===== config.mk =====
export PLATFORM = sky130hd
export DESIGN_NAME = mhpr_fifo
export DESIGN_NICKNAME = d
export VERILOG_FILES = /design/src/rtl/mhpr_pkg.sv /design/src/rtl/mhpr_fifo.sv
export SDC_FILE = /design/constraint.sdc
export NUM_CORES = 1
export LEC_CHECK = 0
export ABC_AREA = 0
export CAP_MARGIN = 10
export CELL_PAD_IN_SITES_DETAIL_PLACEMENT = 1
export CELL_PAD_IN_SITES_GLOBAL_PLACEMENT = 2
export CORE_ASPECT_RATIO = 1.4
export CORE_MARGIN = 5
export CORE_UTILIZATION = 49
export DETAILED_ROUTE_END_ITERATION = 10
export DONT_BUFFER_PORTS = 1
export PLACE_DENSITY = 0.87
export SLEW_MARGIN = 10
export SYNTH_ARGS = -nofsm -noshare
export SYNTH_HDL_FRONTEND = slang
export SYNTH_SLANG_ARGS = --single-unit

===== constraint.sdc =====
create_clock -name i_clk -period 16.7 [get_ports i_clk]
set_input_delay 1.67 -clock i_clk [delete_from_list [all_inputs] [get_ports i_clk]]
set_output_delay 1.67 -clock i_clk [all_outputs]
set_load 0.02 [all_outputs]

===== src/rtl/mhpr_pkg.sv =====
package mhpr_pkg;

    localparam int CORDIC_STAGES = 16;
    localparam int STG_W = $clog2(CORDIC_STAGES + 1);

    localparam logic OP_MAG   = 1'b0;
    localparam logic OP_POINT = 1'b1;

    localparam logic [0:0] REG_BIAS     = 1'b0;
    localparam logic [0:0] REG_INTERVAL = 1'b1;

    localparam logic [15:0] BIAS_RESET     = 16'd49258;
    localparam logic [23:0] INTERVAL_RESET = 24'd100000;

    localparam logic signed [17:0] UNIT_POS = 18'sd65536;
    localparam logic signed [17:0] UNIT_NEG = -18'sd65536;
    localparam logic signed [42:0] INV_GAIN = 43'sh26DD3B6A;

    typedef struct packed {
        logic               operation;
        logic signed [15:0] mag_x;
        logic signed [15:0] mag_y;
        logic [31:0]        sample_time;
        logic signed [31:0] point_x;
        logic signed [31:0] point_y;
        logic signed [31:0] point_z;
    } t_in_item;

    typedef struct packed {
        logic               result_kind;
        logic signed [31:0] rotated_x;
        logic signed [31:0] rotated_y;
        logic signed [31:0] rotated_z;
        logic [15:0]        current_heading;
        logic               heading_updated;
    } t_out_item;

    // classified item handed from front to back
    typedef struct packed {
        logic               is_point;
        logic               do_update;
        logic signed [15:0] mag_x;
        logic signed [15:0] mag_y;
        logic signed [31:0] point_x;
        logic signed [31:0] point_y;
        logic signed [31:0] point_z;
    } t_job;

    function automatic logic [31:0] atan_tab(input logic [4:0] i);
        logic [31:0] v;
        case (i)
            5'd0:  v = 32'h20000000;  5'd1:  v = 32'h12E4051D;
            5'd2:  v = 32'h09FB385B;  5'd3:  v = 32'h051111D4;
            5'd4:  v = 32'h028B0D43;  5'd5:  v = 32'h0145D7E1;
            5'd6:  v = 32'h00A2F61E;  5'd7:  v = 32'h00517C55;
            5'd8:  v = 32'h0028BE53;  5'd9:  v = 32'h00145F2E;
            5'd10: v = 32'h000A2F98;  5'd11: v = 32'h000517CC;
            5'd12: v = 32'h00028BE6;  5'd13: v = 32'h000145F3;
            5'd14: v = 32'h0000A2F9;  5'd15: v = 32'h0000517C;
            5'd16: v = 32'h000028BE;  5'd17: v = 32'h0000145F;
            5'd18: v = 32'h00000A2F;  5'd19: v = 32'h00000517;
            5'd20: v = 32'h0000028B;  5'd21: v = 32'h00000145;
            5'd22: v = 32'h000000A2;  5'd23: v = 32'h00000051;
            default: v = 32'h0;
        endcase
        return v;
    endfunction

endpackage


===== src/rtl/mhpr_fifo.sv =====
module mhpr_fifo import mhpr_pkg::*; (
    input  logic i_clk,
    input  logic i_rst_n,
    input  logic i_push,
    input  t_job i_data,
    output logic o_full,
    input  logic i_pop,
    output logic o_empty,
    output t_job o_data
);
    // two-entry queue
    t_job       r_mem [2];
    logic       r_wp, r_rp;
    logic [1:0] r_cnt;

    assign o_full  = (r_cnt == 2'd2);
    assign o_empty = (r_cnt == 2'd0);
    assign o_data  = r_mem[r_rp];

    always_ff @(posedge i_clk) begin
        if (i_push) begin
            r_mem[r_wp] <= i_data;
        end
        if (!i_rst_n) begin
            r_wp  <= 1'b0;
            r_rp  <= 1'b0;
            r_cnt <= 2'd0;
        end else begin
            if (i_push) begin
                r_wp <= ~r_wp;
            end
            if (i_pop) begin
                r_rp <= ~r_rp;
            end
            r_cnt <= r_cnt + {1'b0, i_push} - {1'b0, i_pop};
        end
    end
endmodule


==> results of run 1 <==
==> routing by layer <==
| metal | track usage (%) | routed length, um | vias to the layer above |
|---|---|---|---|
| met4 | 4.07 | 331 | 0 |
| met5 | 0 | 0 | - |
| met3 | 7.03 | 1960 | 24 |
| li1 | - | - | 1710 |
| met2 | 30.2 | 10400 | 165 |
| met1 | 14.9 | 5700 | 1956 |
==> final cells by class <==
type | instances | area [um^2] | share of cell area, %
flip-flops and latches | 265 | 7910 | 74.5
multi-input cells | 144 | 1590 | 15.0
clock buffers | 33 | 676 | 6.36
well taps | 248 | 310 | 2.92
clock inverters | 11 | 88.8 | 0.837
repair buffers | 4 | 30.0 | 0.283
inverters | 2 | 7.51 | 0.0707
==> logic make-up after synthesis <==
family / count (synthesis)
xor+xnor: 2
fa+ha+maj: 2
buf+inv: 16
flops: 265
compound gates: 1
mux: 130
simple gates: 9
==> placed cells by master (no fill, tap or decap), types with 2 or more instances in the layout <==
cell        instances
edfxtp_1          260
mux2_2            130
clkbuf_16          25
clkbuf_1            6
clkinv_2            4
buf_4               4
dfxtp_1             4
and2_1              3
nor2b_1             3
clkinvlp_4          3
inv_1               2
ha_1                2
clkinv_1            2
clkbuf_8            2
==> through the flow <==
step / utilization (%) / power, mW / setup WS, ns / hold WS (ns)
3_3_place_gp: 51.1 / 0.921 / 12.50 / 0.557
6_report: 55.0 / 1.42 / 12.26 / 0.589
5_1_grt: 55.0 / 1.49 / 12.10 / 0.609
4_1_cts: 55.0 / 1.45 / 12.20 / 0.597
2_1_floorplan: - / 0.910 / 8.73 / 0.555
3_5_place_dp: 51.1 / 0.927 / 12.41 / 0.584
==> critical path, stage by stage, from the launching register on <==
cell and delay, ns:
dfxtp_4 0.86, buf_4 0.78, mux2_2 0.49
==> state kept, by name, summed over array words and instances, names as in the netlist, named ones only <==
register / count
r_cnt: 2
r_mem: 260
r_rp: 1
r_wp: 1
==> synth_stat cells (all sizes together) <==
cell type,number,area (um^2)
ha,2,25.0
edfxtp,260,7810
xor2,1,8.76
dfxtp,5,100
and2,4,25.0
o21a,1,7.51
mux2,130,1460
xnor3,1,22.5
inv,2,7.51
nor2b,4,25.0
buf,14,135
nor2,1,3.75
==> worst paths after layout <==
| check | start | end | slack [ns] | cells after the start |
|---|---|---|---|---|
| max | flop | o_data[104] | 12.26 | 2 |
| min | r_rp | flop | 0.59 | 2 |
| max reg2reg | r_wp | r_mem[0][120] | 13.82 | 3 |
| min reg2reg | r_rp | flop | 0.59 | 2 |
==> power breakdown <==
part | leakage [nW] | switching (mW) | internal (mW)
logic | 0.578 | 0.0848 | 0.0400
registers | 2.48 | 0.0147 | 0.770
clock network | 0.367 | 0.216 | 0.299
==> key figures, run 1 <==
Clock network
  • CTS resizes: 0
  • # hold bufs at CTS: 0
  • Insertion delay of the later-clocked pin in the worst-skew pair: roughly 0.5 ns
  • Reg clk slew, reported paths: around 0.06 ns
  • Buffer depth of the longest clock path: 3
  • Setup bufs post-CTS: 0
  • H-tree levels: 1
  • CTS sink count: roughly 270
  • Clock Tree Root: clkbuf_16
  • Num CTS Buffers: 24
  • CTS tree: built

Place
  • IO Port Bufs: 0
  • Inst Count DP: 663
  • Dpl cell area: 9850 um^2
  • Hpwl dp: around 13000 um
  • Routability cong.: 0.749

Route
  • DRC: 0
  • Via density: ~5.5
  • Routed WL: 18400 um
  • Drt wl/cell: around 26 um
  • Antenna viol nets, final: 0
  • DR vias: between 3000 and 4000
  • TritonRoute pass-1 iters: 4
  • DRT iter0 DRCs: between 150 and 200

Outcome
  • Status: finished, final reports clean

Synth
  • Sequential element share of the synthesized area: just over 80%
  • Compound-gate portion of the synthesized area: less than 1%
  • Simple-Gate Fraction of Synth Area: 0.559%
  • Post-Syn Area: between 9000 and 10000 um^2
  • Yosys warns: 0
  • Syn avg cell area: between 20 and 25 um^2
  • Post-synthesis mux area share: about 15%
  • Adder-Cell Fraction of Synth Area: less than 1%
  • Syn Nets: 561
  • Cells after Synth: about 430
  • Largest family of logic cells by synthesized area: multiplexers
  • Synth Area in XOR/XNOR: 0.325%
  • Distinct cells, synth: 14
  • Post-synthesis register bit count: between 200 and 300

Critical path
  • Crit end category: primary output
  • WP data required: between 15 and 20 ns
  • Arr. time, crit path: 2.77 ns
  • CP Class: flop to primary output
  • Max FO, Critical Path: 66
  • CP Launch Type: flop

Power and ir drop
  • Pwr dens: about 130 nW/um^2
  • Leakage power: around 3.4 nW
  • Max IR drop VDD: approximately 0.093 mV

Floorplan
  • # IOs: 266
  • Core area: 19300 um^2
  • # rows: 60
  • Die Height: between 150 and 200 um
  • DIE AREA: between 20000 and 25000 um^2
  • Starting Density: 49.9%
  • Die Span X: 128 um

Timing
  • Final min period: between 4 and 5 ns
  • Worst rel slew slack: about 30%
  • Clock skew: 0.00462 ns
  • Fmax: between 200 and 250 MHz
  • Final-report hold violation count: 0
  • Max Slew Vio Count: 0
  • RSZ-0062 raised after global routing: false
  • Slew @ Worst Pin: between 1 and 1.5 ns
  • Final Setup Violations: 0
  • Tcrit/Tclk final: a little over a quarter
  • Setup_tns: 0 ns

Final layout
  • Final Non-Filler Cells: approximately 700
  • N_diodes: 0
  • Share of layout cells above drive strength 1: approximately 38%
  • Area grow syn2layout: 10.2%
  • Final nets: 577
  • Final instance area: 10600 um^2
  • Fillers: 1589

GRT
  • Largest net degree at the start of global routing: 75
  • First-pass GRT wire length: ~27000 um
  • Grt ovf: 0
  • Antenna violations before repair: 0
  • Gr usage total: around 16%
  • Vias in the first global route: 4410

Run
  • Max_cap viols: 0

Worst hold path
  • Hold crit path type: flop to flop
No activity file was read; power rests on OpenSTA's default activity.
==> run 2: changes to the inputs <==
--- a/config.mk
+++ b/config.mk
@@ -5,16 +5,16 @@
 export SDC_FILE = /design/constraint.sdc
 export NUM_CORES = 1
 export LEC_CHECK = 0
-export ABC_AREA = 0
+export ABC_AREA = 1
 export CAP_MARGIN = 10
 export CELL_PAD_IN_SITES_DETAIL_PLACEMENT = 1
 export CELL_PAD_IN_SITES_GLOBAL_PLACEMENT = 2
 export CORE_ASPECT_RATIO = 1.4
 export CORE_MARGIN = 5
-export CORE_UTILIZATION = 49
+export CORE_UTILIZATION = 46
 export DETAILED_ROUTE_END_ITERATION = 10
 export DONT_BUFFER_PORTS = 1
-export PLACE_DENSITY = 0.87
+export PLACE_DENSITY = 0.83
 export SLEW_MARGIN = 10
 export SYNTH_ARGS = -nofsm -noshare
 export SYNTH_HDL_FRONTEND = slang
==> constraint.sdc (replaced) <==
create_clock -name i_clk -period 4.64 [get_ports i_clk]
set_input_delay 0.464 -clock i_clk [delete_from_list [all_inputs] [get_ports i_clk]]
set_output_delay 0.464 -clock i_clk [all_outputs]
set_load 0.02 [all_outputs]
==> key figures, run 2 <==
Critical path
  • Critical Path Max Stage Delay: 0.94 ns (+0.08 ns)
  • CP max-delay cell: dfxtp_4
  • Crit-path cells: buf_4 > mux2_2
  • CP Launch Type: flop
  • WP data required: 4.18 ns (-10.85 ns)
  • Crit end category: primary output
  • CP Class: flop to primary output
  • Arr. time, crit path: 2.51 ns (-0.26 ns)
  • Max FO, Critical Path: 69 (+4.5%)

Synth
  • Async set or reset register ratio after synthesis: 0% (unchanged)
  • Post-Syn Area: 9630 um^2 (unchanged)
  • Yosys warns: 0 (unchanged)
  • Post-synth top area cell: edfxtp_1
  • Top-count cell post-synth: edfxtp_1
  • Most instantiated cells after synthesis: edfxtp_1, mux2_2, buf_6
  • Sequential element share of the synthesized area: 82.1% (unchanged)
  • Syn avg cell area: 22.0 um^2 (-2.7%)
  • Post-synthesis register bit count: 265 (unchanged)
  • Cells after Synth: 437 (+2.8%)
  • Distinct cells, synth: 12 (-2)
  • Dominant synthesized flop cell: edfxtp_1
  • Proportion of netlist area held by the largest area contributor: 81.1% (unchanged)
  • Number of synthesized flops with an enable pin: 260 (unchanged)
  • Top cells by area, synth: edfxtp_1, mux2_2, buf_6
  • Syn Nets: 573 (+2.1%)

Timing
  • Clock skew: 0.0103 ns (+0.00567 ns)
  • Worst rel slew slack: 29.3% (-1.2 points)
  • Setup_tns: 0 ns (unchanged)
  • Tcrit/Tclk final: approximately 64%
  • Hold WS: 0.0377 ns (-0.551 ns)
  • Max Slew Vio Count: 0 (unchanged)
  • Final-report hold violation count: 0 (unchanged)
  • RSZ-0062 raised after global routing: false
  • Slew @ Worst Pin: 1.06 ns (+0.0180 ns)
  • Fmax: 337 MHz
  • Final min period: 2.97 ns
  • Final Setup Violations: 0 (unchanged)

GRT
  • Largest net degree at the start of global routing: 77 (+2.7%)
  • First-pass GRT wire length: 28800 um (+6.9%)
  • Gr usage total: 15.6% (-0.13 points)
  • Vias in the first global route: 4608 (+4.5%)
  • Antenna violations before repair: 0 (unchanged)
  • Grt ovf: 0 (unchanged)

Clock network
  • Clock Tree Root: clkbuf_16
  • Num CTS Buffers: 26 (+8.3%)
  • CTS resizes: 0 (unchanged)
  • Insertion delay of the later-clocked pin in the worst-skew pair: 0.51 ns (about the same)
  • Reg clk slew, reported paths: 0.06 ns (about the same)
  • # hold bufs at CTS: 0 (unchanged)
  • Buffer depth of the longest clock path: 3 (unchanged)
  • Setup bufs post-CTS: 0 (unchanged)
  • H-tree levels: 1 (unchanged)
  • CTS tree: built
  • CTS sink count: 265 (unchanged)

Route
  • DRC: 0 (unchanged)
  • Via density: 5.37 (-1.5%)
  • Routed WL: 19300 um (+4.9%)
  • TritonRoute pass-1 iters: 4 (unchanged)
  • Antenna viol nets, final: 0 (unchanged)
  • Drt wl/cell: 26.5 um (+1.5%)
  • DRT iter0 DRCs: 240 (+49%)
  • DR vias: 3928 (+1.9%)

Place
  • Inst Count DP: 684 (+3.2%)
  • Dpl cell area: 9880 um^2 (+0.30%)
  • Routability cong.: 0.730 (-2.6%)
  • Hpwl dp: 13500 um (+4.9%)
  • IO Port Bufs: 0 (unchanged)

Floorplan
  • Core area: 20600 um^2 (+6.5%)
  • # rows: 62 (+3.3%)
  • Die Height: 181 um (+3.0%)
  • Starting Density: 46.9% (-3.1 points)
  • # IOs: 266 (unchanged)
  • DIE AREA: 24000 um^2 (+6.1%)
  • Die Span X: 132 um (+3.0%)

Final layout
  • Share of layout cells above drive strength 1: 37.1% (-0.64 points)
  • Register area: 7910 um^2 (unchanged)
  • Fillers: 1755 (+10%)
  • Area grow syn2layout: 12.1%
  • Commonest non-fill, non-tap cells in the layout: edfxtp_1, mux2_2, clkbuf_16
  • Largest registers: r_mem x260, r_cnt x2
  • Largest register by flop count: r_mem
  • Commonest non-fill, non-tap cell in the layout: edfxtp_1
  • N_diodes: 0 (unchanged)
  • Final nets: 592 (+2.6%)
  • Final Non-Filler Cells: 731 (+3.4%)
  • Area of the multi-input gates: 1570 um^2 (-1.3%)
  • Max FFs per register: 260 (unchanged)
  • Final instance area: 10800 um^2 (+1.7%)

Worst hold path
  • Hold crit path type: input port to flop

Power and ir drop
  • Leakage power: 3.53 nW (+3.1%)
  • Max IR drop VDD: 0.405 mV (+330%)
  • Pwr dens: 501 nW/um^2 (+270%)

Outcome
  • Status: finished, final reports clean

Run
  • Max_cap viols: 0 (unchanged)
## run 2: layout make-up
class / instances / share of cell area (%)
Clock buffer: 33 / 6.65
Timing Repair Buffer: 5 / 0.464
Inverter: 7 / 0.267
Tap cell: 256 / 2.97
Clock inverter: 14 / 1.81
Multi-Input combinational cell: 151 / 14.5
Sequential cell: 265 / 73.3
## run 2: worst max-delay path: cells and delay by family, from the launching register on
family	cells	cell delay (ns)
mux	1	0.46
buf+inv	1	0.51
flops	1	0.94
## run 2: per-stage QoR
stage	setup slack [ns]	utilization [%]	power, mW
after global routing	1.52	52.5	5.62
after CTS	1.59	52.5	5.48
after floorplan	0.340	-	3.21
after global placement	2.21	48.1	3.26
after detailed placement	2.15	48.1	3.28
final	1.67	52.5	5.41
## run 2: path summary, 6_finish.rpt
check / to / cells after the start / start / slack, ns
setup / recovery: o_data[73] / 2 / flop / 1.67
hold / removal: r_mem[1][50] / 0 / i_data[50] / 0.04
setup reg to reg: r_mem[1][72] / 3 / r_wp / 2.68
hold reg to reg: flop / 2 / r_rp / 0.54
## run 2: metal layers
layer  vias up  routed length [um]  track usage (%)
met5         -                   0                0
met4         0                 412             4.36
met3        29                1810             6.57
met2       168               11300             30.6
met1      1976                5840             14.5
li1       1755                   -                -
## run 2: report_power, final
group          internal [mW]  leakage (nW)  switching (mW)
Combinational          0.118         0.608           0.279
Sequential              2.78          2.48          0.0494
Clock                   1.37         0.443           0.819
Total                   4.26          3.53            1.15
## run 2: cell families (layout without fill, tap and decap cells)
family                   count (synthesis)  in the layout  share of synthesized area (%)
flip-flops                             265            265                           82.1
buffers and inverters                   21             59                           1.68
adder cells (fa/ha/maj)                  2              2                          0.260
AND/OR/NAND/NOR                         18             18                          0.714
AO/OA/AOI/OAI                            1              1                         0.0519
multiplexers                           130            130                           15.2
==> run 3: changes to the inputs <==
--- a/config.mk
+++ b/config.mk
@@ -11,10 +11,10 @@
 export CELL_PAD_IN_SITES_GLOBAL_PLACEMENT = 2
 export CORE_ASPECT_RATIO = 1.4
 export CORE_MARGIN = 5
-export CORE_UTILIZATION = 46
+export CORE_UTILIZATION = 41
 export DETAILED_ROUTE_END_ITERATION = 10
 export DONT_BUFFER_PORTS = 1
-export PLACE_DENSITY = 0.83
+export PLACE_DENSITY = 0.78
 export SLEW_MARGIN = 10
 export SYNTH_ARGS = -nofsm -noshare
 export SYNTH_HDL_FRONTEND = slang
==> constraint.sdc (replaced) <==
create_clock -name i_clk -period 2.6 [get_ports i_clk]
set_input_delay 0.26 -clock i_clk [delete_from_list [all_inputs] [get_ports i_clk]]
set_output_delay 0.26 -clock i_clk [all_outputs]
set_load 0.02 [all_outputs]
==> key figures, run 3 (synthesis results as in run 2) <==
Route
  • Drt wl/cell: 23.4 um (-12%)
  • DR vias: 4491 (+14%)
  • Routed WL: 21400 um (+10%)
  • TritonRoute pass-1 iters: 4 (unchanged)
  • DRC: 0 (unchanged)
  • Via density: 4.91 (-8.7%)
  • DRT iter0 DRCs: 156 (-35%)
  • Antenna viol nets, final: 0 (unchanged)

GRT
  • Grt ovf: 0 (unchanged)
  • First-pass GRT wire length: 31700 um (+10%)
  • Antenna violations before repair: 0 (unchanged)
  • Gr usage total: 15.3% (-0.33 points)
  • Largest net degree at the start of global routing: 79 (+2.6%)
  • Vias in the first global route: 5278 (+15%)

Timing
  • Fmax: approximately 460 MHz
  • Hold WS: 0.0894 ns (+0.0517 ns)
  • Worst Slack Setup Final: 0.414 ns (-1.26 ns)
  • RSZ-0062 raised after global routing: false
  • Tcrit/Tclk final: ~84%
  • Final-report hold violation count: 0 (unchanged)
  • Clock skew: 0.0140 ns (+0.00373 ns)
  • Setup_tns: 0 ns (unchanged)
  • Final min period: roughly 2.2 ns
  • Slew @ Worst Pin: 0.660 ns (-0.401 ns)
  • Max Slew Vio Count: 0 (unchanged)
  • Worst rel slew slack: 56.0% (+27 points)
  • Final Setup Violations: 0 (unchanged)

Final layout
  • Share of layout cells above drive strength 1: 29.4% (-7.7 points)
  • Max FFs per register: 260 (unchanged)
  • Commonest non-fill, non-tap cells in the layout: edfxtp_1, dlygate4sd3_1, mux2_2
  • Largest registers: r_mem x260, r_cnt x2
  • Final instance area: 12300 um^2 (+14%)
  • Area grow syn2layout: 27.4%
  • Final nets: 729 (+23%)
  • Register area: 7910 um^2 (about the same)
  • N_diodes: 0 (unchanged)
  • Fillers: 2021 (+15%)
  • Area of the multi-input gates: 1570 um^2 (+0.16%)
  • Largest register by flop count: r_mem
  • Commonest non-fill, non-tap cell in the layout: edfxtp_1

Floorplan
  • DIE AREA: 26700 um^2 (+11%)
  • # IOs: 266 (unchanged)
  • Die Height: 191 um (+5.6%)
  • # rows: 66 (+6.5%)
  • Core area: 23200 um^2 (+13%)
  • Starting Density: 41.5% (-5.3 points)
  • Die Span X: 140 um (+5.5%)

Clock network
  • CTS sink count: 265 (unchanged)
  • H-tree levels: 1 (unchanged)
  • Buffer depth of the longest clock path: 3 (unchanged)
  • Num CTS Buffers: 26 (unchanged)
  • CTS tree: built
  • Clock Tree Root: clkbuf_16
  • Reg clk slew, reported paths: 0.06 ns (about the same)
  • CTS resizes: 0 (unchanged)
  • Insertion delay of the later-clocked pin in the worst-skew pair: 0.52 ns (about the same)

Outcome
  • Status: finished, final reports clean

Power and ir drop
  • Max IR drop VDD: 0.618 mV (+52%)
  • Pwr dens: 805 nW/um^2 (+61%)
  • Leakage power: 4.11 nW (+16%)

Critical path
  • WP buf/inv: 1 (unchanged)
  • Critical Path Max Stage Delay: 0.51 ns (-0.43 ns)
  • Crit-path cells: buf_4 > mux2_2
  • Worst r2r src: r_cnt[0]
  • CP Class: flop to primary output
  • Crit end category: primary output
  • Arr. time, crit path: 1.93 ns (-0.58 ns)
  • R2R depth: 7 (+4)
  • WP data required: 2.34 ns (-1.84 ns)
  • Reg-to-reg endpoint: r_cnt[0]
  • Max FO, Critical Path: 52 (-25%)
  • R2r setup slk: 0.87 ns (-1.81 ns)
  • Top Family by Delay on Critical Path: buffers and inverters
  • CP Launch Type: flop
  • CP max-delay cell: buf_4

Worst hold path
  • Hold Path Depth: 3 (+3)
  • Hold crit path type: input port to flop
  • Hold EP: r_cnt[1]
  • HP Start: i_pop

Run
  • Max_cap viols: 0 (unchanged)

Place
  • Hpwl dp: 13500 um (about the same)
  • Routability cong.: 0.748 (+2.5%)
  • Dpl cell area: 10000 um^2 (+1.5%)
  • Pre-CTS WS: 0.946 ns (-1.21 ns)
  • IO Port Bufs: 0 (unchanged)
[run 3: how the worst max path moves through the flow]
stage / cells after the start / endpoint / slack (ns)
after floorplan: 2 / r_mem[1][0] / -0.12
after global placement: 3 / r_mem[1][95] / 0.98
after detailed placement: 3 / r_mem[1][98] / 0.95
after CTS: 2 / o_data[84] / 0.38
after global routing: 2 / o_data[71] / 0.33
final: 2 / o_data[71] / 0.41
[run 3: what timing repair did]
| item | 4_1_cts | 5_1_grt |
|---|---|---|
| endpoints found under the setup margin | 0 | 0 |
| hold endpoints to repair | 265 | 0 |
| hold buffers | 134 | 0 |
| setup buffers | 0 | 0 |
[run 3: cell type report]
type                       count  share of cell area [%]
clock buffer                  37                    6.14
clock inverter                 7                    1.17
inverter                       7                   0.245
multi-input combinational    151                    12.8
sequential                   265                    64.5
tap                          306                    3.12
timing repair buffer         142                    12.0
[run 3: metrics by stage]
| stage | power [mW] | cells | util (%) |
|---|---|---|---|
| after global placement | 5.83 | 737 | 43.2 |
| after floorplan | 5.72 | 437 | - |
| after detailed placement | 5.87 | 737 | 43.2 |
| after global routing | 10.3 | 915 | 52.9 |
| after CTS | 9.96 | 915 | 52.9 |
| final | 9.87 | 915 | 52.9 |
[run 3: layer usage]
metal	vias up	wire length [um]	global-route usage, %
li1	2021	-	-
met1	2239	7240	15.7
met2	191	12100	29.6
met3	40	1520	4.43
met4	0	516	4.88
met5	-	0	0
[run 3: worst reg2reg max path: stages, from the launching register on]
cell and delay (ns):
dfxtp_1 0.35, inv_1 0.05, ha_1 0.27, inv_1 0.05, ha_1 0.27, nand2_1 0.06
dlygate4sd3_1 0.53, inv_1 0.04
[run 3: report_power, final]
part           total (mW)  internal, mW  switching, mW
clock                3.90          2.40           1.49
combinational       0.965         0.367          0.598
sequential           5.01          4.95         0.0648
total                9.87          7.72           2.16
