## src/rtl/mhpr_pkg.sv

```systemverilog
package mhpr_pkg;

    localparam int CORDIC_STAGES = 16;
    localparam int STG_W = $clog2(CORDIC_STAGES + 1);

    localparam logic OP_MAG   = 1'b0;
    localparam logic OP_POINT = 1'b1;

    localparam logic [0:0] REG_BIAS     = 1'b0;
    localparam logic [0:0] REG_INTERVAL = 1'b1;

    localparam logic [15:0] BIAS_RESET     = 16'd49258;
    localparam logic [23:0] INTERVAL_RESET = 24'd100000;

    localparam logic signed [17:0] UNIT_POS = 18'sd65536;
    localparam logic signed [17:0] UNIT_NEG = -18'sd65536;
    localparam logic signed [42:0] INV_GAIN = 43'sh26DD3B6A;

    typedef struct packed {
        logic               operation;
        logic signed [15:0] mag_x;
        logic signed [15:0] mag_y;
        logic [31:0]        sample_time;
        logic signed [31:0] point_x;
        logic signed [31:0] point_y;
        logic signed [31:0] point_z;
    } t_in_item;

    typedef struct packed {
        logic               result_kind;
        logic signed [31:0] rotated_x;
        logic signed [31:0] rotated_y;
        logic signed [31:0] rotated_z;
        logic [15:0]        current_heading;
        logic               heading_updated;
    } t_out_item;

    // classified item handed from front to back
    typedef struct packed {
        logic               is_point;
        logic               do_update;
        logic signed [15:0] mag_x;
        logic signed [15:0] mag_y;
        logic signed [31:0] point_x;
        logic signed [31:0] point_y;
        logic signed [31:0] point_z;
    } t_job;

    function automatic logic [31:0] atan_tab(input logic [4:0] i);
        logic [31:0] v;
        case (i)
            5'd0:  v = 32'h20000000;  5'd1:  v = 32'h12E4051D;
            5'd2:  v = 32'h09FB385B;  5'd3:  v = 32'h051111D4;
            5'd4:  v = 32'h028B0D43;  5'd5:  v = 32'h0145D7E1;
            5'd6:  v = 32'h00A2F61E;  5'd7:  v = 32'h00517C55;
            5'd8:  v = 32'h0028BE53;  5'd9:  v = 32'h00145F2E;
            5'd10: v = 32'h000A2F98;  5'd11: v = 32'h000517CC;
            5'd12: v = 32'h00028BE6;  5'd13: v = 32'h000145F3;
            5'd14: v = 32'h0000A2F9;  5'd15: v = 32'h0000517C;
            5'd16: v = 32'h000028BE;  5'd17: v = 32'h0000145F;
            5'd18: v = 32'h00000A2F;  5'd19: v = 32'h00000517;
            5'd20: v = 32'h0000028B;  5'd21: v = 32'h00000145;
            5'd22: v = 32'h000000A2;  5'd23: v = 32'h00000051;
            default: v = 32'h0;
        endcase
        return v;
    endfunction

endpackage

```

## src/rtl/mhpr_front.sv

```systemverilog
module mhpr_front import mhpr_pkg::*; (
    input  logic        i_clk,
    input  logic        i_rst_n,
    input  logic        i_push,
    output logic        o_full,
    input  t_in_item    i_item,
    input  logic [23:0] i_interval,
    input  logic        i_q_full,
    output logic        o_q_push,
    output t_job        o_job
);
    // interval gate: last accepted time lives here so points never wait
    logic [31:0] r_last;
    logic [31:0] elapsed;
    logic        take;

    assign o_full   = i_q_full;
    assign o_q_push = i_push && !i_q_full;
    assign elapsed  = i_item.sample_time - r_last;
    assign take     = (i_item.operation == OP_MAG) && (elapsed >= {8'd0, i_interval});

    always_comb begin
        o_job.is_point  = (i_item.operation == OP_POINT);
        o_job.do_update = take;
        o_job.mag_x     = i_item.mag_x;
        o_job.mag_y     = i_item.mag_y;
        o_job.point_x   = i_item.point_x;
        o_job.point_y   = i_item.point_y;
        o_job.point_z   = i_item.point_z;
    end

    always_ff @(posedge i_clk) begin
        if (!i_rst_n) begin
            r_last <= '0;
        end else if (o_q_push && take) begin
            r_last <= i_item.sample_time;
        end
    end
endmodule

```

## config.mk

```make
export PLATFORM = sky130hd
export DESIGN_NAME = mhpr_front
export DESIGN_NICKNAME = d
export VERILOG_FILES = /design/src/rtl/mhpr_pkg.sv /design/src/rtl/mhpr_front.sv
export SDC_FILE = /design/constraint.sdc
export NUM_CORES = 1
export LEC_CHECK = 0
export ABC_AREA = 1
export BUFFER_PORTS_ARGS = -buffer_cell sky130_fd_sc_hd__buf_4
export CORE_ASPECT_RATIO = 0.8
export CORE_MARGIN = 1
export CORE_UTILIZATION = 31
export CTS_BUF_LIST = sky130_fd_sc_hd__clkbuf_16
export CTS_CLUSTER_DIAMETER = 80
export DETAILED_ROUTE_END_ITERATION = 8
export PLACE_DENSITY = 0.6
export SYNTH_ARGS = -nofsm -noshare
export SYNTH_HDL_FRONTEND = slang
export SYNTH_SLANG_ARGS = --single-unit
```

## constraint.sdc

```tcl
create_clock -name i_clk -period 5.1 [get_ports i_clk]
set_clock_uncertainty 0.1 [all_clocks]
set_input_delay 1.02 -clock i_clk [delete_from_list [all_inputs] [get_ports i_clk]]
set_output_delay 1.02 -clock i_clk [all_outputs]
set_load 0.01 [all_outputs]
```

==> tab_implementation.tex, run 1 <==
\begin{tabular}{lr}
\hline
Metric & Value \\
\hline
\multicolumn{2}{l}{\textbf{Run status}} \\
\quad Result of the run & finished with violations \\
\quad Failing checks & design-rule violations \\
\multicolumn{2}{l}{\textbf{Pwr}} \\
\quad Register share of total power & 21.1\% \\
\quad Switching power summed over all nets & around 500 uW \\
\quad Fraction of power spent switching nets & 39.5\% \\
\quad Leakage power & 3.51 nW \\
\quad Gate power share & 50.0\% \\
\quad Total power per unit cell area & 209 nW/um\^{}2 \\
\quad Cell Int Power & 765 uW \\
\quad IR drop worst, VDD & approximately 0.16 mV \\
\quad Clock share of power & 28.9\% \\
\multicolumn{2}{l}{\textbf{Hold path}} \\
\quad Classification of the worst-slack hold path & reg2reg \\
\multicolumn{2}{l}{\textbf{Yosys}} \\
\quad Cell types with the largest area share after synthesis & sky130\_fd\_sc\_hd\_\_nand2\_1, sky130\_fd\_sc\_hd\_\_buf\_4, sky130\_fd\_sc\_hd\_\_inv\_1, sky130\_fd\_sc\_hd\_\_ha\_1, sky130\_fd\_sc\_hd\_\_dfxtp\_1 \\
\quad FFs w/ async S/R, synth & 0\% \\
\quad Netlist Area Pre-Place & 5610 um\^{}2 \\
\quad Fraction of post-synthesis cell area in the top cell type by area & 17.9\% \\
\quad EDFF count, synth & 0 \\
\quad Synth cell count leaders & sky130\_fd\_sc\_hd\_\_nand2\_1, sky130\_fd\_sc\_hd\_\_inv\_1, sky130\_fd\_sc\_hd\_\_buf\_4 \\
\quad Dominant register cell in the synthesized netlist & sky130\_fd\_sc\_hd\_\_dfxtp\_1 \\
\quad Count leader, synth & sky130\_fd\_sc\_hd\_\_nand2\_1 \\
\quad Average cell area after synthesis & about 6 um\^{}2 \\
\quad Number of instances in the synthesized netlist & 961 \\
\quad Number of distinct library cell variants in the gate-level netlist after synthesis & 33 \\
\quad YS warnings & 0 \\
\quad Yosys top cell by area & sky130\_fd\_sc\_hd\_\_nand2\_1 \\
\quad Post-synthesis net count & 1206 \\
\quad Post-synthesis register bit count & 32 \\
\quad Sequential fraction of the synthesis area & a little under an eighth \\
\multicolumn{2}{l}{\textbf{Timing}} \\
\quad \# setup viols final & 0 \\
\quad Final-report hold violation count & 0 \\
\quad Final total negative setup slack & 0 ns \\
\quad RSZ-0062 raised after global routing & true \\
\quad Period utilisation layout & 98.8\% \\
\quad Achievable frequency & 198 MHz \\
\quad Final Worst Setup Slack & around 0.06 ns \\
\quad Worst hold margin & 0.419 ns \\
\quad Minimum clock period & 5.04 ns \\
\quad Rel. slew slack & 67.1\% \\
\quad Final Max Tran Viols & 0 \\
\quad Transition time of the tightest slew-check pin & slightly below 0.5 ns \\
\multicolumn{2}{l}{\textbf{Clock tree}} \\
\quad Total clock sinks & 32 \\
\quad Clock Path Buffers & 2 \\
\quad TritonCTS clock tree & built \\
\quad Clock root cell & sky130\_fd\_sc\_hd\_\_clkbuf\_16 \\
\quad Insertion delay to the later sink of the worst-skew pair & about 0.30 ns \\
\quad TritonCTS buffer count & 5 \\
\quad Hold buffers post-CTS & 0 \\
\quad CTS clk-pin slew, worst paths & 0.06 ns \\
\quad Deepest level of the CTS H-tree & 2 \\
\multicolumn{2}{l}{\textbf{Critical path}} \\
\quad Largest fanout on the critical path & 4 \\
\quad Arrival time worst endpoint & 3.92 ns \\
\quad Nature of the critical path startpoint & input port \\
\quad Required time of the critical path & 3.98 ns \\
\quad Endpoint kind of the worst setup timing path & output pin \\
\quad Start-to-end type of the worst setup path & in2out \\
\multicolumn{2}{l}{\textbf{Final layout}} \\
\quad Max FFs per register & 32 \\
\quad Register ranked first by flip-flop count & r\_last \\
\quad Final design area excluding fillers & 6040 um\^{}2 \\
\quad Net count reported at finish & 1182 \\
\quad Synthesis-to-layout area growth & 7.72\% \\
\quad Proportion of layout cells with a drive suffix above 1 & between 20\% and 30\% \\
\quad Largest registers in the final layout & r\_last: 32 flops \\
\quad Inserted Diodes & 0 \\
\multicolumn{2}{l}{\textbf{Routing}} \\
\quad Via count normalized by instance count & $\sim$4.4 \\
\quad ANT nets after route & 0 \\
\quad Total Routed Length & 14.6 mm \\
\quad Wire per inst & 12.5 um \\
\quad Residual DRC count & 23 \\
\quad Number of vias after detailed routing & 5119 \\
\quad Initial DRT Pass Iterations & 8 \\
\quad Starting DRT DRC Count & 308 \\
\multicolumn{2}{l}{\textbf{Floorplan}} \\
\quad Die boundary width & 152 um \\
\quad Die area & around 19000 um\^{}2 \\
\quad Height of the die & 122 um \\
\quad Placeable core region & between 15000 and 20000 um\^{}2 \\
\quad Number of top-level design ports & 321 \\
\quad Number of placement rows & 43 \\
\quad Initial cell density of the core & a little under a third \\
\multicolumn{2}{l}{\textbf{Placed design}} \\
\quad Worst slack at placement & -0.0762 ns \\
\quad Final HPWL from detailed placement & 11.6 mm \\
\quad Buffers on Ports & 64 \\
\quad Placer Congestion & 0.913 \\
\quad Instance area after placement & 5660 um\^{}2 \\
\multicolumn{2}{l}{\textbf{Global routing}} \\
\quad Wire length of the first global-routing pass & between 20 and 25 mm \\
\quad Vias in the first global route & 4703 \\
\quad Pin count of the biggest net entering global routing & 35 \\
\quad GRT Overall Usage & 15.5\% \\
\quad Number of antenna violations at the first check in global routing & 0 \\
\quad Final global-route overflow total & 0 \\
\multicolumn{2}{l}{\textbf{Flow run}} \\
\quad Number of maximum-capacitance violations & 0 \\
\hline
\end{tabular}
==> path summary, 6_finish.rpt <==
kind | slack (ns) | end | cells past startpoint | from
setup / recovery | 0.06 | o_job[128] | 21 | i_item[113]
hold / removal | 0.42 | r_last[15] | 4 | r_last[15]
setup reg to reg | 1.14 | r_last[30] | 27 | r_last[1]
hold reg to reg | 0.42 | r_last[15] | 4 | r_last[15]
==> timing repair <==
action,4_1_cts,5_1_grt
gates resized for setup,20,15
setup endpoints to repair,1,1
pin swaps,7,6
setup buffers,0,1
==> worst max-delay path, stage by stage <==
cell	delay, ns
sky130_fd_sc_hd__buf_4	0.12
sky130_fd_sc_hd__ha_1	0.38
sky130_fd_sc_hd__nand2_1	0.16
sky130_fd_sc_hd__nor2_2	0.16
sky130_fd_sc_hd__inv_1	0.09
sky130_fd_sc_hd__o21ai_2	0.20
sky130_fd_sc_hd__a31oi_2	0.06
sky130_fd_sc_hd__buf_4	0.15
sky130_fd_sc_hd__xnor2_1	0.12
sky130_fd_sc_hd__ha_1	0.30
sky130_fd_sc_hd__nand4_1	0.14
sky130_fd_sc_hd__nor3_2	0.21
sky130_fd_sc_hd__nand2_1	0.07
sky130_fd_sc_hd__nor2_1	0.12
sky130_fd_sc_hd__nor2_1	0.07
sky130_fd_sc_hd__nand2_1	0.10
sky130_fd_sc_hd__nor2_1	0.05
sky130_fd_sc_hd__nand2_1	0.10
sky130_fd_sc_hd__nor2_4	0.05
sky130_fd_sc_hd__a21oi_2	0.12
sky130_fd_sc_hd__buf_4	0.13
==> placed cells by master, fill, tap and decap left out, drive strengths merged, types with 3 or more instances in the layout <==
cell,count
a21o,3
a21oi,30
a31oi,7
buf,115
clkbuf,5
dfxtp,32
ha,55
inv,220
nand2,286
nand3,20
nand4,35
nor2,88
o21ai,5
xnor2,9
xor2,14
==> final cells by class <==
type	count	area [um^2]
fillers	1985	11500
clock inverters	3	42.5
well taps	225	282
multi-input cells	563	3260
inverters	220	826
repair buffers	115	863
flip-flops and latches	32	641
clock buffers	5	125
==> stage by stage <==
step / total power [mW] / utilization [%] / cells
2_1_floorplan: 0.771 / - / 961
3_3_place_gp: 0.864 / 32.3 / 1154
3_5_place_dp: 0.870 / 32.3 / 1154
4_1_cts: 1.26 / 34.0 / 1162
5_1_grt: 1.37 / 34.4 / 1163
6_report: 1.26 / 34.4 / 1163
==> power groups by stage <==
stage	sequential (mW)	combinational, mW	clock (mW)
3_5_place_dp	0.273	0.597	0
6_report	0.267	0.632	0.365
5_1_grt	0.268	0.714	0.387
2_1_floorplan	0.272	0.499	0
4_1_cts	0.267	0.618	0.379
3_3_place_gp	0.272	0.592	0
==> metal layers <==
layer / vias up / share of wire [%] / GRT usage [%] / wire [um]
met4: 0 / 1.6 / 5.23 / 233
met1: 2248 / 53 / 22.8 / 7680
met3: 30 / 7.3 / 3.32 / 1060
li1: 2690 / - / - / -
met5: - / 0 / 0 / 0
met2: 151 / 38 / 22.2 / 5590
==> cells by family (layout without fill, tap and decap cells) <==
logic type | Yosys count | count (layout) | share of synthesized area (%)
xor+xnor | 23 | 23 | 3.59
buf+inv | 366 | 343 | 34.1
simple gates | 437 | 437 | 33.6
fa+ha+maj | 56 | 56 | 12.6
compound gates | 47 | 47 | 4.57
flops | 32 | 32 | 11.4
Power figures use the tool's default switching activity.
==> inputs of run 2 (changes only) <==
Settings changed: CORE_AREA set to 2 2 124 126, CORE_ASPECT_RATIO 0.8 to unset, CORE_MARGIN 1 to unset, CORE_UTILIZATION 31 to unset, DIE_AREA set to 0 0 126 128, PLACE_DENSITY 0.6 to 0.71.
==> tab_implementation.tex, run 2 (same netlist as run 1, synthesis figures left out) <==
\begin{tabular}{lr}
\hline
Metric & Value \\
\hline
\multicolumn{2}{l}{\textbf{Routing}} \\
\quad Wire per inst & 13.3 um \\
\quad Via count normalized by instance count & 4.58 \\
\quad Total Routed Length & between 10 and 15 mm \\
\quad Residual DRC count & 0 \\
\quad ANT nets after route & 0 \\
\quad Initial DRT Pass Iterations & 5 \\
\quad Starting DRT DRC Count & $\sim$250 \\
\quad Number of vias after detailed routing & 5157 \\
\multicolumn{2}{l}{\textbf{Timing}} \\
\quad Final Worst Setup Slack & $\sim$0.19 ns \\
\quad Minimum clock period & 4.91 ns \\
\quad Final Max Tran Viols & 0 \\
\quad \# setup viols final & 0 \\
\quad Rel. slew slack & 72.5\% \\
\quad Period utilisation layout & 96.3\% \\
\quad Transition time of the tightest slew-check pin & 0.413 ns \\
\quad Final-report hold violation count & 0 \\
\quad Achievable frequency & around 200 MHz \\
\multicolumn{2}{l}{\textbf{Global routing}} \\
\quad Wire length of the first global-routing pass & 23.9 mm \\
\quad Final global-route overflow total & 0 \\
\quad GRT Overall Usage & 18.3\% \\
\quad Pin count of the biggest net entering global routing & 35 \\
\quad Number of antenna violations at the first check in global routing & 0 \\
\quad Vias in the first global route & 4836 \\
\multicolumn{2}{l}{\textbf{Critical path}} \\
\quad R2R Path End & r\_last[13] \\
\quad Critical-path cell list & buf\_4 > ha\_4 > nand2\_2 > nor2\_2 > nand3\_2 > nand3\_4 > nand2\_2 > nand2\_2 > a31oi\_4 > xnor2\_1 > ha\_1 > nand4\_1 > inv\_1 > nand2\_1 > o211ai\_1 > nor2\_1 > nand2\_1 > nor2\_1 > nand2\_1 > nor2\_4 > a21oi\_2 > buf\_4 \\
\quad Start-to-end type of the worst setup path & in2out \\
\quad Critical Path Source & i\_item[103] \\
\quad Largest stage delay on the critical path & about 0.29 ns \\
\quad Number of cells on the worst reg-to-reg path & 26 \\
\quad Slowest stage cell on the critical path & sky130\_fd\_sc\_hd\_\_ha\_4 \\
\quad Largest fanout on the critical path & 4 \\
\quad Register-to-register setup slack & 1.30 ns \\
\quad Arrival time worst endpoint & 3.79 ns \\
\quad Endpoint kind of the worst setup timing path & output pin \\
\quad Capturing element of the worst setup path & o\_job[128] \\
\quad Beginning of the worst register-to-register path & r\_last[7] \\
\quad Nature of the critical path startpoint & input port \\
\quad Required time of the critical path & 3.98 ns \\
\multicolumn{2}{l}{\textbf{Floorplan}} \\
\quad Die area & around 16000 um\^{}2 \\
\quad Placeable core region & 14900 um\^{}2 \\
\quad Height of the die & 128 um \\
\quad Number of placement rows & 45 \\
\quad Number of top-level design ports & approximately 320 \\
\quad Die boundary width & 126 um \\
\quad Initial cell density of the core & between 30\% and 40\% \\
\multicolumn{2}{l}{\textbf{Final layout}} \\
\quad Inserted Diodes & 0 \\
\quad Proportion of layout cells with a drive suffix above 1 & between 20\% and 30\% \\
\quad Largest registers in the final layout & r\_last: 32 flops \\
\quad Commonest non-fill, non-tap cells in the layout & sky130\_fd\_sc\_hd\_\_nand2\_1, sky130\_fd\_sc\_hd\_\_inv\_1, sky130\_fd\_sc\_hd\_\_buf\_4 \\
\quad Register ranked first by flip-flop count & r\_last \\
\quad Max FFs per register & 32 \\
\quad Core utilization of the finished layout & 42.4\% \\
\quad Synthesis-to-layout area growth & 12.3\% \\
\quad Net count reported at finish & approximately 1200 \\
\quad Commonest non-fill, non-tap cell in the layout & sky130\_fd\_sc\_hd\_\_nand2\_1 \\
\multicolumn{2}{l}{\textbf{Flow run}} \\
\quad Number of maximum-capacitance violations & 0 \\
\multicolumn{2}{l}{\textbf{Placed design}} \\
\quad Placer Congestion & between 0.9 and 1 \\
\quad Buffers on Ports & 64 \\
\quad Final HPWL from detailed placement & 11.7 mm \\
\quad Worst slack at placement & -0.0754 ns \\
\multicolumn{2}{l}{\textbf{Pwr}} \\
\quad Total power per unit cell area & roughly 210 nW/um\^{}2 \\
\quad Fraction of power spent switching nets & 39.3\% \\
\quad Gate power share & 52.1\% \\
\quad Switching power summed over all nets & 509 uW \\
\quad Register share of total power & 20.6\% \\
\quad IR drop worst, VDD & between 0.1 and 0.15 mV \\
\quad Clock share of power & 27.2\% \\
\quad Cell Int Power & 787 uW \\
\quad Leakage power & 3.55 nW \\
\multicolumn{2}{l}{\textbf{Clock tree}} \\
\quad Insertion delay to the later sink of the worst-skew pair & 0.29 ns \\
\quad TritonCTS buffer count & 5 \\
\quad Deepest level of the CTS H-tree & 2 \\
\quad Total clock sinks & 32 \\
\quad Clock root cell & sky130\_fd\_sc\_hd\_\_clkbuf\_16 \\
\quad CTS clk-pin slew, worst paths & roughly 0.050 ns \\
\quad Clock Path Buffers & 2 \\
\quad TritonCTS clock tree & built \\
\multicolumn{2}{l}{\textbf{Run status}} \\
\quad Result of the run & finished, final reports clean \\
\multicolumn{2}{l}{\textbf{Hold path}} \\
\quad Classification of the worst-slack hold path & reg2reg \\
\hline
\end{tabular}
[run 2: area by class of cell]
type | instances | area (um^2)
Timing Repair Buffer | 114 | 881
Clock buffer | 5 | 125
Tap cell | 188 | 235
Sequential cell | 32 | 641
Inverter | 220 | 828
Multi-Input combinational cell | 563 | 3550
Fill cell | 1566 | 8570
Clock inverter | 3 | 37.5
[run 2: power groups by stage]
stage	Combinational [mW]	Clock (mW)	Sequential, mW
after CTS	0.608	0.360	0.267
after global routing	0.763	0.372	0.269
final	0.676	0.353	0.267
after detailed placement	0.588	0	0.273
after floorplan	0.499	0	0.272
after global placement	0.583	0	0.272
[run 2: how the worst min path moves through the flow]
stage	from	to	slack (ns)	cells past startpoint
6_report	r_last[29]	r_last[29]	0.42	4
3_3_place_gp	r_last[29]	r_last[29]	0.41	4
2_1_floorplan	r_last[10]	r_last[10]	0.40	4
4_1_cts	r_last[29]	r_last[29]	0.42	4
3_5_place_dp	r_last[29]	r_last[29]	0.41	4
5_1_grt	r_last[17]	r_last[17]	0.45	4
[run 2: metal layers]
layer  global-route usage, %  wire (um)  vias to the layer above
li1                        -          -                     2703
met4                    9.63        676                        0
met3                    3.26        958                       76
met1                    23.3       6610                     2230
met2                    29.7       6740                      148
met5                       0          0                        -
[run 2: per-stage QoR]
step | total power [mW] | setup TNS (ns) | hold WS [ns] | std cells | instance area [um^2]
floorplan | 0.771 | 0 | 0.395 | 961 | 5610
global placement | 0.856 | -0.0191 | 0.408 | 1114 | 5610
detailed placement | 0.860 | -0.0754 | 0.412 | 1114 | 5610
CTS | 1.24 | 0 | 0.422 | 1123 | 5890
global route | 1.40 | -0.0245 | 0.449 | 1125 | 6300
finish | 1.30 | 0 | 0.418 | 1125 | 6300
[run 2: critical path, delay by kind of cell]
family / cells / cell delay [ns]
simple gates: 13 / 1.41
fa+ha+maj: 2 / 0.56
xor+xnor: 1 / 0.18
compound gates: 3 / 0.29
buf+inv: 3 / 0.33
[run 2: timing repair]
action,4_1_cts,5_1_grt
pin swaps,17,31
endpoints found under the setup margin,1,1
endpoints found under the hold margin,0,0
gates resized for setup,23,72
setup buffers,1,2
hold buffers,0,0
==> inputs of run 3 (changes only) <==
Settings changed: PLACE_DENSITY 0.71 to 0.69.
==> tab_implementation.tex, run 3 (same netlist as run 1, synthesis figures left out) <==
\begin{tabular}{lr}
\hline
Metric & Value \\
\hline
\multicolumn{2}{l}{\textbf{Pwr}} \\
\quad IR drop worst, VDD & 0.109 mV \\
\quad Leakage power & 3.41 nW \\
\quad Total power per unit cell area & 202 nW/um\^{}2 \\
\multicolumn{2}{l}{\textbf{Final layout}} \\
\quad Net count reported at finish & 1165 \\
\quad Largest registers in the final layout & r\_last: 32 flops \\
\quad Commonest non-fill, non-tap cells in the layout & sky130\_fd\_sc\_hd\_\_nand2\_1, sky130\_fd\_sc\_hd\_\_inv\_1, sky130\_fd\_sc\_hd\_\_buf\_4 \\
\quad Final design area excluding fillers & around 5800 um\^{}2 \\
\quad Register ranked first by flip-flop count & r\_last \\
\quad Max FFs per register & 32 \\
\quad Proportion of layout cells with a drive suffix above 1 & 20.1\% \\
\quad Synthesis-to-layout area growth & 3.33\% \\
\quad Inserted Diodes & 0 \\
\quad Core utilization of the finished layout & 39.0\% \\
\quad Commonest non-fill, non-tap cell in the layout & sky130\_fd\_sc\_hd\_\_nand2\_1 \\
\multicolumn{2}{l}{\textbf{Timing}} \\
\quad Final-report hold violation count & 0 \\
\quad Achievable frequency & 200 MHz \\
\quad Period utilisation layout & 97.8\% \\
\quad Rel. slew slack & 54.5\% \\
\quad \# setup viols final & 0 \\
\quad RSZ-0062 raised after global routing & true \\
\quad Transition time of the tightest slew-check pin & 0.682 ns \\
\quad Minimum clock period & 4.99 ns \\
\quad Final Max Tran Viols & 0 \\
\quad Final Worst Setup Slack & 0.112 ns \\
\multicolumn{2}{l}{\textbf{Clock tree}} \\
\quad Clock Path Buffers & 2 \\
\quad TritonCTS buffer count & 5 \\
\quad Total clock sinks & 32 \\
\quad CTS clk-pin slew, worst paths & 0.05 ns \\
\quad Clock root cell & sky130\_fd\_sc\_hd\_\_clkbuf\_16 \\
\quad Deepest level of the CTS H-tree & 2 \\
\quad Insertion delay to the later sink of the worst-skew pair & around 0.29 ns \\
\quad TritonCTS clock tree & built \\
\quad Hold buffers post-CTS & 0 \\
\multicolumn{2}{l}{\textbf{Hold path}} \\
\quad Cell depth of the worst hold path & 4 \\
\quad Terminating pin of the worst hold path & r\_last[24] \\
\quad Start point of the worst hold path & r\_last[24] \\
\quad Classification of the worst-slack hold path & reg2reg \\
\multicolumn{2}{l}{\textbf{Placed design}} \\
\quad Buffers on Ports & 64 \\
\quad Placer Congestion & 0.966 \\
\quad Worst slack at placement & -0.0588 ns \\
\quad Final HPWL from detailed placement & 11.6 mm \\
\quad Instance area after placement & 5460 um\^{}2 \\
\multicolumn{2}{l}{\textbf{Critical path}} \\
\quad Number of cells on the worst reg-to-reg path & 29 \\
\quad Slowest stage cell on the critical path & sky130\_fd\_sc\_hd\_\_ha\_1 \\
\quad Critical-path cell list & buf\_4 > ha\_1 > nand2\_1 > inv\_1 > a21oi\_1 > nand2\_1 > a31oi\_2 > xnor2\_1 > ha\_1 > a21oi\_1 > o21ai\_0 > nand2\_1 > o211ai\_1 > nor2\_1 > nand2\_1 > nor2\_1 > nand2\_1 > nor2\_4 > a21oi\_2 > buf\_4 \\
\quad Most used cell along the critical path & sky130\_fd\_sc\_hd\_\_nand2\_1 \\
\quad Nature of the critical path startpoint & input port \\
\quad Beginning of the worst register-to-register path & r\_last[2] \\
\quad Largest fanout on the critical path & 3 \\
\quad Start-to-end type of the worst setup path & in2out \\
\quad Largest stage delay on the critical path & 0.31 ns \\
\quad Number of buffers and inverters on the critical path & 3 \\
\quad Arrival time worst endpoint & 3.87 ns \\
\quad Register-to-register setup slack & around 1.1 ns \\
\quad Required time of the critical path & 3.98 ns \\
\quad Endpoint kind of the worst setup timing path & output pin \\
\quad Critical path's top delay family & compound AO/OA/AOI/OAI gates \\
\quad R2R Path End & r\_last[9] \\
\multicolumn{2}{l}{\textbf{Floorplan}} \\
\quad Die boundary width & 126 um \\
\quad Number of placement rows & 45 \\
\quad Placeable core region & approximately 15000 um\^{}2 \\
\quad Number of top-level design ports & 321 \\
\quad Die area & 16100 um\^{}2 \\
\quad Initial cell density of the core & between 30 and 40\% \\
\quad Height of the die & 128 um \\
\multicolumn{2}{l}{\textbf{Routing}} \\
\quad Initial DRT Pass Iterations & 4 \\
\quad Total Routed Length & 14.5 mm \\
\quad Via count normalized by instance count & 4.51 \\
\quad Residual DRC count & 0 \\
\quad Wire per inst & 13.1 um \\
\quad Starting DRT DRC Count & 236 \\
\quad ANT nets after route & 0 \\
\quad Number of vias after detailed routing & 5001 \\
\multicolumn{2}{l}{\textbf{Global routing}} \\
\quad Pin count of the biggest net entering global routing & 35 \\
\quad Wire length of the first global-routing pass & 23.5 mm \\
\quad GRT Overall Usage & about 18\% \\
\quad Vias in the first global route & 4816 \\
\quad Final global-route overflow total & 0 \\
\quad Number of antenna violations at the first check in global routing & 0 \\
\multicolumn{2}{l}{\textbf{Flow run}} \\
\quad Number of maximum-capacitance violations & 0 \\
\multicolumn{2}{l}{\textbf{Run status}} \\
\quad Result of the run & finished, final reports clean \\
\hline
\end{tabular}
==> run 3: changes by cell type in the layout (fill, tap and decap cells not counted), sizes merged <==
cell	before	now
inv	220	221
bufinv	1	0
clkinv	2	1
buf	114	98
clkinvlp	0	1
==> run 3: worst max path at each step <==
stage                            from         end  slack (ns)  depth (start not counted)
after CTS                  i_item[96]  o_job[128]        0.05                         25
final                     i_item[112]  o_job[128]        0.11                         20
after detailed placement   i_item[96]  o_job[128]       -0.06                         25
after global routing       i_item[96]  o_job[128]       -0.12                         28
after floorplan            i_item[96]  o_job[128]        0.41                         27
after global placement     i_item[96]  o_job[128]       0.002                         25
==> run 3: where the power goes <==
group	total [mW]	internal [mW]	switching, mW
registers	0.267	0.264	0.00344
clock network	0.301	0.178	0.123
logic	0.601	0.251	0.350
==> run 3: metrics by stage <==
| step | std cells | hold slack [ns] | TNS (ns) | total power, mW |
|---|---|---|---|---|
| 2_1_floorplan | 961 | 0.395 | 0 | 0.771 |
| 3_3_place_gp | 1095 | 0.407 | 0 | 0.829 |
| 3_5_place_dp | 1095 | 0.414 | -0.0588 | 0.836 |
| 4_1_cts | 1104 | 0.424 | 0 | 1.14 |
| 5_1_grt | 1109 | 0.451 | -0.123 | 1.27 |
| 6_report | 1109 | 0.422 | 0 | 1.17 |
==> run 3: timing repair <==
item	in CTS	in global routing
gates resized for setup	1	37
setup buffers	1	5
endpoints found under the setup margin	1	1
pin swaps	2	17
==> run 3: layout make-up <==
class / instances / area (um^2)
timing repair buffer: 98 / 748
inverter: 220 / 828
clock inverter: 3 / 15.0
multi-input combinational: 563 / 3200
sequential: 32 / 641
fill: 1650 / 9070
tap: 188 / 235
clock buffer: 5 / 125
==> run 3: worst register-to-register path: cells and delay by family (launching register included) <==
kind	cells	cell delay (ns)
DFF	1	0.30
AOI/OAI and AO/OA	1	0.11
adders and majority gates	2	0.69
xor gates and xnor gates	1	0.17
and+or+nand+nor	21	1.87
buffers and inverters	4	0.66
==> run 3: routing by layer <==
metal  routed length (um)  share of wire (%)  track usage [%]  vias to the layer above
li1                     -                  -                -                     2663
met1                 6500                 45             22.3                     2141
met2                 6570                 45             30.7                      128
met3                  770                5.3             2.67                       69
met4                  664                4.6             8.60                        0
met5                    0                  0                0                        -
